File: config.mk
export PLATFORM = sky130hd
export DESIGN_NAME = rssi_history_ring_buffer_unit
export DESIGN_NICKNAME = d
export VERILOG_FILES = /design/src/hw/rtl/rhrb_pkg.sv /design/src/hw/rtl/rhrb_ram.sv /design/src/hw/rtl/rhrb_ctrl.sv /design/src/hw/rtl/rhrb_datapath.sv /design/src/hw/rtl/rssi_history_ring_buffer_unit.sv
export SDC_FILE = /design/constraint.sdc
export NUM_CORES = 1
export LEC_CHECK = 0
export ABC_AREA = 1
export BUFFER_PORTS_ARGS = -buffer_cell sky130_fd_sc_hd__buf_2
export CORE_UTILIZATION = 60
export CTS_BUF_LIST = sky130_fd_sc_hd__clkbuf_4 sky130_fd_sc_hd__clkbuf_8
export DETAILED_ROUTE_END_ITERATION = 8
export GPL_ROUTABILITY_DRIVEN = 0
export PLACE_DENSITY = 0.77
export SETUP_SLACK_MARGIN = 0.05
export SLEW_MARGIN = 20
export SYNTH_ARGS = -nofsm -noshare
export SYNTH_HDL_FRONTEND = slang
export SYNTH_SLANG_ARGS = --single-unit
File: constraint.sdc
create_clock -name clk -period 7.4 [get_ports clk]
set_input_delay 1.48 -clock clk [delete_from_list [all_inputs] [get_ports clk]]
set_output_delay 1.48 -clock clk [all_outputs]
set_load 0.02 [all_outputs]
File: src/hw/rtl/rhrb_pkg.sv
`timescale 1ns / 1ps
// ----------------------------------------------------------------------------
// rhrb_pkg
// Types, codes and helpers shared by the signal strength history buffer.
// ----------------------------------------------------------------------------
package rhrb_pkg;

  localparam int HISTORY_DEPTH_DEFAULT = 64;

  localparam logic [1:0] MODE_TICK    = 2'd0;
  localparam logic [1:0] MODE_HISTORY = 2'd1;
  localparam logic [1:0] MODE_LATEST  = 2'd2;

  localparam logic [1:0] KIND_SAMPLE = 2'd0;
  localparam logic [1:0] KIND_EMPTY  = 2'd1;
  localparam logic [1:0] KIND_LATEST = 2'd2;

  localparam logic signed [31:0] WIDE_ABSENT   = 32'sh8000_0000;
  localparam logic signed [7:0]  NARROW_ABSENT = 8'sh80;
  localparam logic signed [15:0] SAMPLE_NONE   = 16'sh8000;

  typedef struct packed {
    logic [1:0]         mode;
    logic signed [31:0] wide_reading;
    logic signed [7:0]  narrow_reading;
    logic [7:0]         capacity;
  } rhrb_in_t;

  typedef struct packed {
    logic [1:0]         result_kind;
    logic signed [15:0] sample_value;
    logic [5:0]         position;
    logic [6:0]         returned_count;
    logic               last;
    logic signed [31:0] latest_wide;
    logic signed [7:0]  latest_narrow;
  } rhrb_out_t;

  // Commands from the controller to the datapath.
  typedef struct packed {
    logic tick;
    logic start_read;
    logic load_direct;
    logic issue;
  } rhrb_cmd_t;

  // Status from the datapath to the controller.
  typedef struct packed {
    logic hist_empty;
    logic issue_ok;
    logic issue_last;
    logic out_load;
  } rhrb_stat_t;

  // The wide reading wins when present, then the narrow one, else the floor.
  function automatic logic signed [15:0] pick_sample(logic signed [31:0] wide,
                                                    logic signed [7:0] narrow);
    logic signed [15:0] res;
    if (wide != WIDE_ABSENT) begin
      res = wide[15:0];
    end else if (narrow != NARROW_ABSENT) begin
      res = {{8{narrow[7]}}, narrow};
    end else begin
      res = SAMPLE_NONE;
    end
    return res;
  endfunction

endpackage

File: src/hw/rtl/rhrb_ram.sv
`timescale 1ns / 1ps
// ----------------------------------------------------------------------------
// rhrb_ram
// Generic single write port, single read port RAM with registered read data.
// ----------------------------------------------------------------------------
module rhrb_ram #(
  parameter int WIDTH = 16,
  parameter int DEPTH = 64
) (
  input  logic                     clk,
  input  logic                     we,
  input  logic [$clog2(DEPTH)-1:0] wr_addr,
  input  logic [WIDTH-1:0]         wr_data,
  input  logic                     re,
  input  logic [$clog2(DEPTH)-1:0] rd_addr,
  output logic [WIDTH-1:0]         rd_data
);

  logic [WIDTH-1:0] mem [DEPTH];

  always_ff @(posedge clk) begin
    if (we) begin
      mem[wr_addr] <= wr_data;
    end
    // Read data holds while no read is issued.
    if (re) begin
      rd_data <= mem[rd_addr];
    end
  end

endmodule

File: src/hw/rtl/rhrb_ctrl.sv
`timescale 1ns / 1ps
// ----------------------------------------------------------------------------
// rhrb_ctrl
// Controller: takes requests, sequences history reads and waits for drain.
// ----------------------------------------------------------------------------
module rhrb_ctrl import rhrb_pkg::*; (
  input  logic       clk,
  input  logic       rst,
  input  logic       in_valid,
  input  logic [1:0] in_mode,
  output logic       in_stall,
  input  rhrb_stat_t stat,
  output rhrb_cmd_t  cmd
);

  typedef enum logic [2:0] {
    ST_IDLE   = 3'b001,
    ST_STREAM = 3'b010,
    ST_DRAIN  = 3'b100
  } state_t;

  state_t state, state_next;
  logic   accept;

  assign in_stall = (state != ST_IDLE);
  assign accept   = in_valid && (state == ST_IDLE);

  always_comb begin
    cmd.tick        = accept && (in_mode == MODE_TICK);
    cmd.start_read  = accept && (in_mode == MODE_HISTORY) && !stat.hist_empty;
    cmd.load_direct = accept && (((in_mode == MODE_HISTORY) && stat.hist_empty) ||
                                 (in_mode == MODE_LATEST));
    cmd.issue       = (state == ST_STREAM) && stat.issue_ok;
  end

  always_comb begin
    state_next = state;
    case (state)
      ST_IDLE: begin
        if (cmd.start_read) begin
          state_next = ST_STREAM;
        end else if (cmd.load_direct) begin
          state_next = ST_DRAIN;
        end
      end
      ST_STREAM: begin
        if (cmd.issue && stat.issue_last) begin
          state_next = ST_DRAIN;
        end
      end
      ST_DRAIN: begin
        // The final result has left the staging register.
        if (stat.out_load) begin
          state_next = ST_IDLE;
        end
      end
      default: begin
        state_next = ST_IDLE;
      end
    endcase
  end

  always_ff @(posedge clk) begin
    if (rst) begin
      state <= ST_IDLE;
    end else begin
      state <= state_next;
    end
  end

endmodule

File: src/hw/rtl/rhrb_datapath.sv
`timescale 1ns / 1ps
// ----------------------------------------------------------------------------
// rhrb_datapath
// Ring store, fill and index registers, read run counters and result stages.
// ----------------------------------------------------------------------------
module rhrb_datapath import rhrb_pkg::*; #(
  parameter int HISTORY_DEPTH = HISTORY_DEPTH_DEFAULT
) (
  input  logic       clk,
  input  logic       rst,
  input  rhrb_in_t   in_item,
  input  rhrb_cmd_t  cmd,
  output rhrb_stat_t stat,
  output logic       out_valid,
  input  logic       out_stall,
  output rhrb_out_t  out_item
);

  localparam int IDX_W = $clog2(HISTORY_DEPTH);
  localparam int CNT_W = $clog2(HISTORY_DEPTH + 1);
  localparam logic [IDX_W-1:0] LAST_IDX = IDX_W'(HISTORY_DEPTH - 1);
  localparam logic [CNT_W-1:0] FULL_CNT = CNT_W'(HISTORY_DEPTH);

  logic [IDX_W-1:0]   write_index;
  logic [CNT_W-1:0]   fill_count;
  logic signed [31:0] latest_wide_reg;
  logic signed [7:0]  latest_narrow_reg;

  logic [IDX_W-1:0] rd_addr;
  logic [IDX_W-1:0] rd_pos;
  logic [CNT_W-1:0] run_count;

  logic             s1_valid;
  rhrb_out_t        s1_item;
  rhrb_out_t        s1_item_next;
  rhrb_out_t        out_item_next;
  logic [15:0]      ram_rdata;

  logic [CNT_W-1:0] run_n;
  logic [IDX_W-1:0] oldest;
  logic [IDX_W:0]   start_sum;
  logic [IDX_W-1:0] start_idx;
  logic             out_load;

  // Samples returned: the smaller of the fill count and the reader's capacity.
  always_comb begin
    if (8'(fill_count) > in_item.capacity) begin
      run_n = in_item.capacity[CNT_W-1:0];
    end else begin
      run_n = fill_count;
    end
    oldest    = (fill_count == FULL_CNT) ? write_index : '0;
    start_sum = (IDX_W + 1)'(oldest) + (IDX_W + 1)'(fill_count - run_n);
    if (start_sum >= (IDX_W + 1)'(HISTORY_DEPTH)) begin
      start_idx = IDX_W'(start_sum - (IDX_W + 1)'(HISTORY_DEPTH));
    end else begin
      start_idx = start_sum[IDX_W-1:0];
    end
  end

  assign out_load = s1_valid && (!out_valid || !out_stall);

  always_comb begin
    stat.hist_empty = (run_n == '0);
    stat.issue_ok   = !s1_valid || out_load;
    stat.issue_last = ((CNT_W'(rd_pos) + CNT_W'(1)) == run_count);
    stat.out_load   = out_load;
  end

  rhrb_ram #(
    .WIDTH (16),
    .DEPTH (HISTORY_DEPTH)
  ) u_store (
    .clk     (clk),
    .we      (cmd.tick),
    .wr_addr (write_index),
    .wr_data (pick_sample(in_item.wide_reading, in_item.narrow_reading)),
    .re      (cmd.issue),
    .rd_addr (rd_addr),
    .rd_data (ram_rdata)
  );

  // Architectural state.
  always_ff @(posedge clk) begin
    if (rst) begin
      write_index       <= '0;
      fill_count        <= '0;
      latest_wide_reg   <= WIDE_ABSENT;
      latest_narrow_reg <= NARROW_ABSENT;
    end else if (cmd.tick) begin
      write_index       <= (write_index == LAST_IDX) ? '0 : write_index + 1'b1;
      if (fill_count != FULL_CNT) begin
        fill_count <= fill_count + 1'b1;
      end
      latest_wide_reg   <= in_item.wide_reading;
      latest_narrow_reg <= in_item.narrow_reading;
    end
  end

  // Read run counters.
  always_ff @(posedge clk) begin
    if (cmd.start_read) begin
      rd_addr   <= start_idx;
      rd_pos    <= '0;
      run_count <= run_n;
    end else if (cmd.issue) begin
      rd_addr <= (rd_addr == LAST_IDX) ? '0 : rd_addr + 1'b1;
      rd_pos  <= rd_pos + 1'b1;
    end
  end

  always_comb begin
    s1_item_next = s1_item;
    if (cmd.issue) begin
      s1_item_next                = '0;
      s1_item_next.result_kind    = KIND_SAMPLE;
      s1_item_next.position       = 6'(rd_pos);
      s1_item_next.returned_count = 7'(run_count);
      s1_item_next.last           = stat.issue_last;
    end else if (cmd.load_direct) begin
      s1_item_next      = '0;
      s1_item_next.last = 1'b1;
      if (in_item.mode == MODE_LATEST) begin
        s1_item_next.result_kind   = KIND_LATEST;
        s1_item_next.latest_wide   = latest_wide_reg;
        s1_item_next.latest_narrow = latest_narrow_reg;
      end else begin
        s1_item_next.result_kind = KIND_EMPTY;
      end
    end
  end

  // Staging register, aligned with the RAM read data.
  always_ff @(posedge clk) begin
    if (rst) begin
      s1_valid <= 1'b0;
    end else begin
      s1_valid <= cmd.issue || cmd.load_direct || (s1_valid && !out_load);
    end
    s1_item <= s1_item_next;
  end

  always_comb begin
    out_item_next = s1_item;
    if (s1_item.result_kind == KIND_SAMPLE) begin
      out_item_next.sample_value = ram_rdata;
    end
  end

  // Output register.
  always_ff @(posedge clk) begin
    if (rst) begin
      out_valid <= 1'b0;
    end else begin
      out_valid <= out_load || (out_valid && out_stall);
    end
    if (out_load) begin
      out_item <= out_item_next;
    end
  end

endmodule

File: src/hw/rtl/rssi_history_ring_buffer_unit.sv
`timescale 1ns / 1ps
// ----------------------------------------------------------------------------
// rssi_history_ring_buffer_unit
// Ring of link signal strength samples with history and latest reads.
// ----------------------------------------------------------------------------
// Requests arrive on in_valid / in_stall / in_item and results leave on
// out_valid / out_stall / out_item; a transfer happens when valid is high and
// stall is low. A sample tick writes the ring in the cycle it is accepted and
// returns nothing. A history read returns min(capacity, fill) samples, oldest
// first, or one empty result; a latest read returns one result.
// The first sample of a history read goes through the read address register,
// the RAM read into the staging register and the output register; further
// samples follow one per cycle while the receiver does not stall. An empty or
// latest result passes from the staging register into the output register.
// The unit takes one request at a time; a read keeps it busy until its final
// result has entered the output register, while a tick leaves it idle.
// When the receiver stalls, the output register and the staging register
// hold and RAM reads pause; no result is lost. in_stall is high from the
// acceptance of a read until its final result has entered the output register.
// Reset clears the write index and fill count and sets the latest readings to
// their absent values; ring contents are not cleared.
// ----------------------------------------------------------------------------
module rssi_history_ring_buffer_unit import rhrb_pkg::*; #(
  parameter int HISTORY_DEPTH = HISTORY_DEPTH_DEFAULT
) (
  input  logic      clk,
  input  logic      rst,
  input  logic      in_valid,
  output logic      in_stall,
  input  rhrb_in_t  in_item,
  output logic      out_valid,
  input  logic      out_stall,
  output rhrb_out_t out_item
);

  rhrb_cmd_t  cmd;
  rhrb_stat_t stat;

  rhrb_ctrl u_ctrl (
    .clk      (clk),
    .rst      (rst),
    .in_valid (in_valid),
    .in_mode  (in_item.mode),
    .in_stall (in_stall),
    .stat     (stat),
    .cmd      (cmd)
  );

  rhrb_datapath #(
    .HISTORY_DEPTH (HISTORY_DEPTH)
  ) u_datapath (
    .clk       (clk),
    .rst       (rst),
    .in_item   (in_item),
    .cmd       (cmd),
    .stat      (stat),
    .out_valid (out_valid),
    .out_stall (out_stall),
    .out_item  (out_item)
  );

  // A RAM read is only issued when the staging register can take its data.
  assert property (@(posedge clk) disable iff (rst) cmd.issue |-> stat.issue_ok)
    else $error("read issued while staging register is blocked");

  // Only history samples can be followed by more results of the same run.
  assert property (@(posedge clk) disable iff (rst)
    (out_valid && !out_item.last) |-> (out_item.result_kind == KIND_SAMPLE))
    else $error("non-sample result without last flag");

  // A sample's position lies inside its run.
  assert property (@(posedge clk) disable iff (rst)
    (out_valid && (out_item.result_kind == KIND_SAMPLE)) |->
      ({1'b0, out_item.position} < out_item.returned_count))
    else $error("sample position beyond returned count");

  // The unit never takes a request while a read is being serviced.
  assert property (@(posedge clk) disable iff (rst)
    (cmd.start_read || cmd.load_direct) |=> in_stall)
    else $error("request accepted during a read");

endmodule

==> results of run 1 <==
## cell usage after synthesis (all sizes together)
library cell / n
nand3: 36
nand2: 198
nor3b: 3
edfxtp: 1139
clkinv: 1
nor4: 7
a41o: 1
a22oi: 1
nand3b: 3
buf: 78
or2: 4
fa: 5
nor3: 23
xnor2: 3
o21ai: 713
inv: 158
o21a: 2
o31ai: 1
nand4: 48
clkbuf: 183
dfxtp: 106
ha: 18
nor2: 771
o21bai: 53
o22ai: 309
a21oi: 69
xor2: 8
## layer usage
layer	part of all wire	global-route usage	routed length (um)
met5	0	0	0
met4	0.049	0.1539	6172
met3	0.11	0.05774	14170
met2	0.47	0.4695	59150
met1	0.37	0.4024	46470
## power groups by stage
stage	Clock (mW)	Combinational [mW]	Sequential (mW)
floorplan	0	0.312	7.97
global placement	0	0.530	7.95
detailed placement	0	0.543	7.95
CTS	5.69	0.547	7.80
global route	5.99	0.600	7.81
finish	5.67	0.558	7.80
## area by class of cell
cell class / instances / share of cell area
Antenna cell: 1 / 0.00004556
Clock buffer: 272 / 0.05928
Clock inverter: 75 / 0.01002
Inverter: 159 / 0.01114
Multi-Input combinational cell: 2276 / 0.2059
Sequential cell: 1245 / 0.6614
Tap cell: 1060 / 0.02415
Timing Repair Buffer: 233 / 0.02802
## final timing paths
check                          startpoint                        endpoint
max                       u_ctrl.state[0]  u_datapath.u_store.mem[56][11]
min          u_datapath.out_item_next[45]         u_datapath.out_item[45]
max reg2reg               u_ctrl.state[0]  u_datapath.u_store.mem[56][11]
min reg2reg  u_datapath.out_item_next[45]         u_datapath.out_item[45]
## stage by stage
step	hold slack [ns]	area (um2)	utilization	power, mW
finish	0.4158	54920	0.6785	14.03
global route	0.4297	54920	0.6785	14.40
CTS	0.4191	54890	0.6781	14.05
detailed placement	0.4045	51080	0.6311	8.493
global placement	0.4029	51080	0.6311	8.477
floorplan	0.4003	49280	-	8.279
## kinds of logic after synthesis
family,Yosys count,share of synthesized area
adder cells (fa/ha/maj),23,0.006601
AND/OR/NAND/NOR,1093,0.09125
flip-flops,1245,0.7371
AO/OA/AOI/OAI,1149,0.1278
buffers and inverters,420,0.03532
XOR/XNOR,11,0.001955
## critical path, stage by stage, from the launching register on
cell and delay, ns:
dfxtp_1 0.37, inv_1 0.09, nor3_4 0.24, nand2_2 0.13
nor3_4 0.12, buf_4 0.41, inv_2 0.41, nor2_1 0.36
nand3_1 0.62, nor2_1 0.85, buf_4 0.33
## cells in the final DEF, fill, tap and decap left out, drive strengths merged
| master | count |
|---|---|
| fa | 5 |
| clkinv | 60 |
| buf | 233 |
| o21ai | 713 |
| edfxtp | 1139 |
| o21bai | 53 |
| o31ai | 1 |
| a21oi | 69 |
| nand4 | 48 |
| nor3b | 3 |
| o21a | 2 |
| a22oi | 1 |
| inv | 171 |
| dfxtp | 106 |
| or2 | 4 |
| ha | 18 |
| diode | 1 |
| bufinv | 3 |
| nand3 | 36 |
| nor4 | 7 |
| xor2 | 8 |
| nand2 | 198 |
| nor3 | 23 |
| xnor2 | 3 |
| a41o | 1 |
| nor2 | 771 |
| clkbuf | 272 |
| o22ai | 309 |
| nand3b | 3 |
==> reports/metrics.csv, run 1 <==
metric,value,unit
vias in the first global route,31220,
"FF+latch count, synth",1245,
Tightest Pin Transition,1.139,ns
nature of the critical path startpoint,flop,
die height,288.6,um
PwrDens,255.5,mW/mm2
CTS Root Cell,clkbuf_8,
via/cell ratio,6.257,
gr usage total,0.2993,
normalized max-slew margin,0.2380,
ranking of synthesized cells by area,"edfxtp_1 (69%), o21ai_0 (6.4%), nor2_1 (5.8%), dfxtp_1 (4.3%), o22ai_1 (3.9%)",
width of the chip,288.6,um
synth unique cells,43,
Sink Count,1245,
CTS tree,done,
fin nets,4179,
Net Switching,3.151,mW
core area,0.08094,mm2
Post CTS Setup Buffer Count,0,
min Tclk post-route,4.229,ns
via total after detailed routing,33290,
max reg flops,1024,
remaining antenna violation count after routing,0,
grt ovf,0,
P_leak,18.69,nW
yosys warns,0,
Crit. End Element,flop,
first-pass GRT wire length,185500,um
Post-CTS Resized,0,
Clock Pin Slew Worst Setup and Hold Paths,0.06,ns
"Seq/Total Area, Yosys",0.7371,
share of cells above drive strength 1,0.1392,
Layout area overhead,11.44,%
Top reg by flops,u_datapath.u_store.mem,
Worst Skew,0.05418,ns
worst path arrival time,4.80,ns
CP Class,reg2reg,
# fillers,5554,
number of max-cap violations,0,
RSZ-0062 raised after global routing,false,
H-tree Lvls,4,
r2r setup slk,3.17,ns
Residual DRC,1,
Max Freq,0.2365,GHz
drt initial violations,4601,
post-DP HPWL,68440,um
status,finished with violations,
cell area after synthesis,0.04928,mm2
hold_buf cts,0,
post-synth top area share,0.6940,
per-cell routed wire length,23.67,um
Hold Path Class,reg2reg,
FF-to-FF path depth,10,
placed instance count,4972,
WL final,126000,um
failing checks,DRC,
Mapped Cells,3941,
VDD IR-drop max,0.2177,mV
switching share of total power,0.2245,
setup TNS,0,ns
Clk pwr share,0.404,
full die area,0.08328,mm2
Setup-failing EPs final,0,
Longest Clk Path Bufs,3,
Pint,10.88,mW
WP data required,7.97,ns
Initial Util,0.6089,
area occupied by multi-input gates,0.01131,mm2
Sequential Power Share,0.556,
Inserted Clock Buffers,187,
Logic pwr share,0.040,
drt first pass iters,9,
I/O pin count,128,
initial antenna violation count,2,
synthesized net count,4018,
worst hold stages,0,
largest area contributor in the netlist,edfxtp_1,
Final Hold Viols,0,
# rows,104,
"Avg Cell Area, Syn",12.50,um2
pre-CTS setup slack,2.386,ns
largest net degree at the start of global routing,203,
Slew Limit Fails,0,
Final Cycle Share,0.5715,
"Clk Latency, worst-skew pair",0.89,ns
crit-path max FO,47,
final std cells w/o fill,5321,
Port Buf Inserts,127,
setup ws final,3.171,ns
register area,0.03632,mm2
Power figures use the tool's default switching activity.
==> inputs of run 2 (changes only) <==
Settings changed: CORE_UTILIZATION 60 to 58, PLACE_DENSITY 0.77 to 0.78.
Clock period 7.4 ns to 3.8 ns, I/O delays scaled along.
==> run 2 against run 1 <==
  * The run now ends clean
  * Clock-buffer cell count decreased by 13
  * Flip-flop and latch count is the same
  * First-iteration DRC count decreased by 2.1%
  * Critical path depth rose by 13
  * Cell area grew 1.6%
  * Sequential share of layout area fell by 1.1 points
  * Non-clock buffer count grew 71
  * Highest routed layer unchanged
==> reports/metrics.csv, run 2 (synthesis gave the netlist of run 1 again) <==
metric,value,unit,change
Sequential Power Share,0.558,,was 0.556
Crit. End Element,flop,,unchanged
Worst Skew,0.03630,ns,was 0.05418 ns
drt initial violations,4503,,"was 4,601"
WL final,127500,um,"was 126,000 um"
most frequent cells in the layout,"edfxtp_1 (1,139), nor2_1 (764), o21ai_0 (624)",,"was edfxtp_1 (1,139), nor2_1 (763), o21ai_0 (624)"
fin nets,4247,,"was 4,179"
met1 Use GR,0.3882,,was 0.4024
Pint,21.22,mW,was 10.88 mW
via total after detailed routing,33720,,"was 33,290"
status,"finished, final reports clean",,was finished with violations
grt ovf,0,,unchanged
Fin Hold WS,0.1396,ns,was 0.4158 ns
Sink Count,1245,,unchanged
per-cell routed wire length,23.39,um,was 23.67 um
# fillers,5811,,"was 5,554"
final std cells w/o fill,5452,,"was 5,321"
Setup-failing EPs final,0,,unchanged
CTS Root Cell,clkbuf_8,,unchanged
Layout area overhead,13.26,%,was 11.44%
Crit Reg-Reg Startpoint,u_datapath.fill_count[1],,was u_ctrl.state[0]
die height,293.5,um,was 288.6 um
Logic pwr share,0.042,,was 0.040
switching share of total power,0.2208,,was 0.2245
Final Cycle Share,0.8952,,was 0.5715
placed instance count,5118,,"was 4,972"
worst path arrival time,3.99,ns,was 4.80 ns
post-DP HPWL,73020,um,"was 68,440 um"
gr usage total,0.2948,,was 0.2993
core area,0.08382,mm2,was 0.08094 mm2
WP data required,4.39,ns,was 7.97 ns
Top reg by flops,u_datapath.u_store.mem,,unchanged
Longest Clk Path Bufs,3,,unchanged
initial antenna violation count,3,,was 2
largest net degree at the start of global routing,127,,was 203
PwrDens,488.0,mW/mm2,was 255.5 mW/mm2
Post-CTS Resized,0,,unchanged
I/O pin count,128,,unchanged
Residual DRC,0,,was 1
"most common cell after layout, fill and taps aside",edfxtp_1,,unchanged
crit-path max FO,6,,was 47
Tightest Pin Transition,0.9072,ns,was 1.139 ns
RSZ-0062 raised after global routing,false,,unchanged
Initial Util,0.5879,,was 0.6089
CP startpoint,u_datapath.fill_count[1],,was u_ctrl.state[0]
min Tclk post-route,3.402,ns,was 4.229 ns
H-tree Lvls,4,,unchanged
Clock Pin Slew Worst Setup and Hold Paths,0.07,ns,was 0.06 ns
Final Hold Viols,0,,unchanged
normalized max-slew margin,0.3915,,was 0.2380
Inserted Clock Buffers,184,,was 187
busiest layer in global routing,met2,,unchanged
hold_sp,in_item[47],,was u_datapath.out_item_next[45]
"Clk Latency, worst-skew pair",0.86,ns,was 0.89 ns
Max Freq,0.2940,GHz,was 0.2365 GHz
Clk pwr share,0.400,,was 0.404
Hold Path Class,in2reg,,was reg2reg
Net Switching,6.015,mW,was 3.151 mW
width of the chip,293.5,um,was 288.6 um
# rows,106,,was 104
full die area,0.08614,mm2,was 0.08328 mm2
max reg flops,1024,,unchanged
P_leak,19.10,nW,was 18.69 nW
met3 Track Usage GR,0.06180,,was 0.05774
Port Buf Inserts,127,,unchanged
share of cells above drive strength 1,0.1517,,was 0.1392
CP Class,reg2reg,,unchanged
hold_buf cts,0,,unchanged
number of max-cap violations,0,,unchanged
nature of the critical path startpoint,flop,,unchanged
first-pass GRT wire length,190600,um,"was 185,500 um"
VDD IR-drop max,0.4177,mV,was 0.2177 mV
CTS tree,done,,unchanged
drt first pass iters,6,,was 9
vias in the first global route,32290,,"was 31,220"
via/cell ratio,6.184,,was 6.257
Slew Limit Fails,0,,unchanged
M2 GR Usage,0.4677,,was 0.4695
remaining antenna violation count after routing,0,,unchanged
Post CTS Setup Buffer Count,0,,unchanged
run 2: cell count changes in the layout (fill, tap and decap cells not counted), sizes merged:
cell	change
buf	+71
bufinv	+3
clkbuf	-13
clkinv	-4
clkinvlp	+5
inv	-5
run 2: per-stage QoR:
step	total power, mW	instance area [um2]	setup slack (ns)	utilization	setup TNS, ns
floorplan	16.12	49280	-1.041	-	-199.84
global placement	16.56	52090	-0.08571	0.6214	-0.08571
detailed placement	16.59	52090	-0.1137	0.6214	-0.1451
CTS	27.30	55810	0.4201	0.6659	0
global route	27.96	55820	0.1020	0.6659	0
finish	27.24	55820	0.3984	0.6659	0
run 2: power groups by stage:
stage	combinational [mW]	sequential [mW]	clock, mW
3_3_place_gp	1.09	15.5	0
6_report	1.14	15.2	10.9
2_1_floorplan	0.608	15.5	0
4_1_cts	1.12	15.2	11.0
3_5_place_dp	1.12	15.5	0
5_1_grt	1.22	15.2	11.5
run 2: worst max-delay path: stages, from the launching register on:
cell	delay, ns
dfxtp_1	0.41
ha_1	0.30
nand2_1	0.08
nand2_1	0.05
nand2_1	0.05
nand2_1	0.05
nand2_1	0.09
nand2_4	0.09
nand2_4	0.08
nand2_1	0.05
nand2_1	0.07
inv_1	0.07
fa_1	0.53
inv_1	0.04
ha_1	0.30
a21oi_1	0.13
nand2_1	0.07
nand2_1	0.06
nand2_1	0.04
a21oi_1	0.16
nand3b_1	0.13
nand2_1	0.06
xor2_1	0.14
o21ai_1	0.07
run 2: metal layers:
layer	share of wire	vias to the layer above	wire, um
li1	-	14870	-
met1	0.37	16270	46930
met2	0.47	2214	60440
met3	0.11	354	14230
met4	0.047	0	5932
met5	0	-	0
run 2: final timing paths:
check	endpoint	cells past startpoint	slack (ns)
min	u_datapath.latest_wide_reg[31]	3	0.14
min reg2reg	u_datapath.out_item[40]	0	0.41
max	u_datapath.rd_addr[5]	23	0.40
max reg2reg	u_datapath.rd_addr[5]	23	0.40
run 2: area by class of cell:
| type | count | area (um2) | area share |
|---|---|---|---|
| sequential | 1245 | 36320 | 0.6508 |
| multi-input combinational | 2276 | 11310 | 0.2026 |
| clock buffer | 259 | 3146 | 0.05636 |
| timing repair buffer | 304 | 2427 | 0.04349 |
| tap | 1134 | 1419 | 0.02542 |
| inverter | 159 | 611.8 | 0.01096 |
| clock inverter | 74 | 578.1 | 0.01036 |
| antenna | 1 | 2.502 | 0.00004483 |
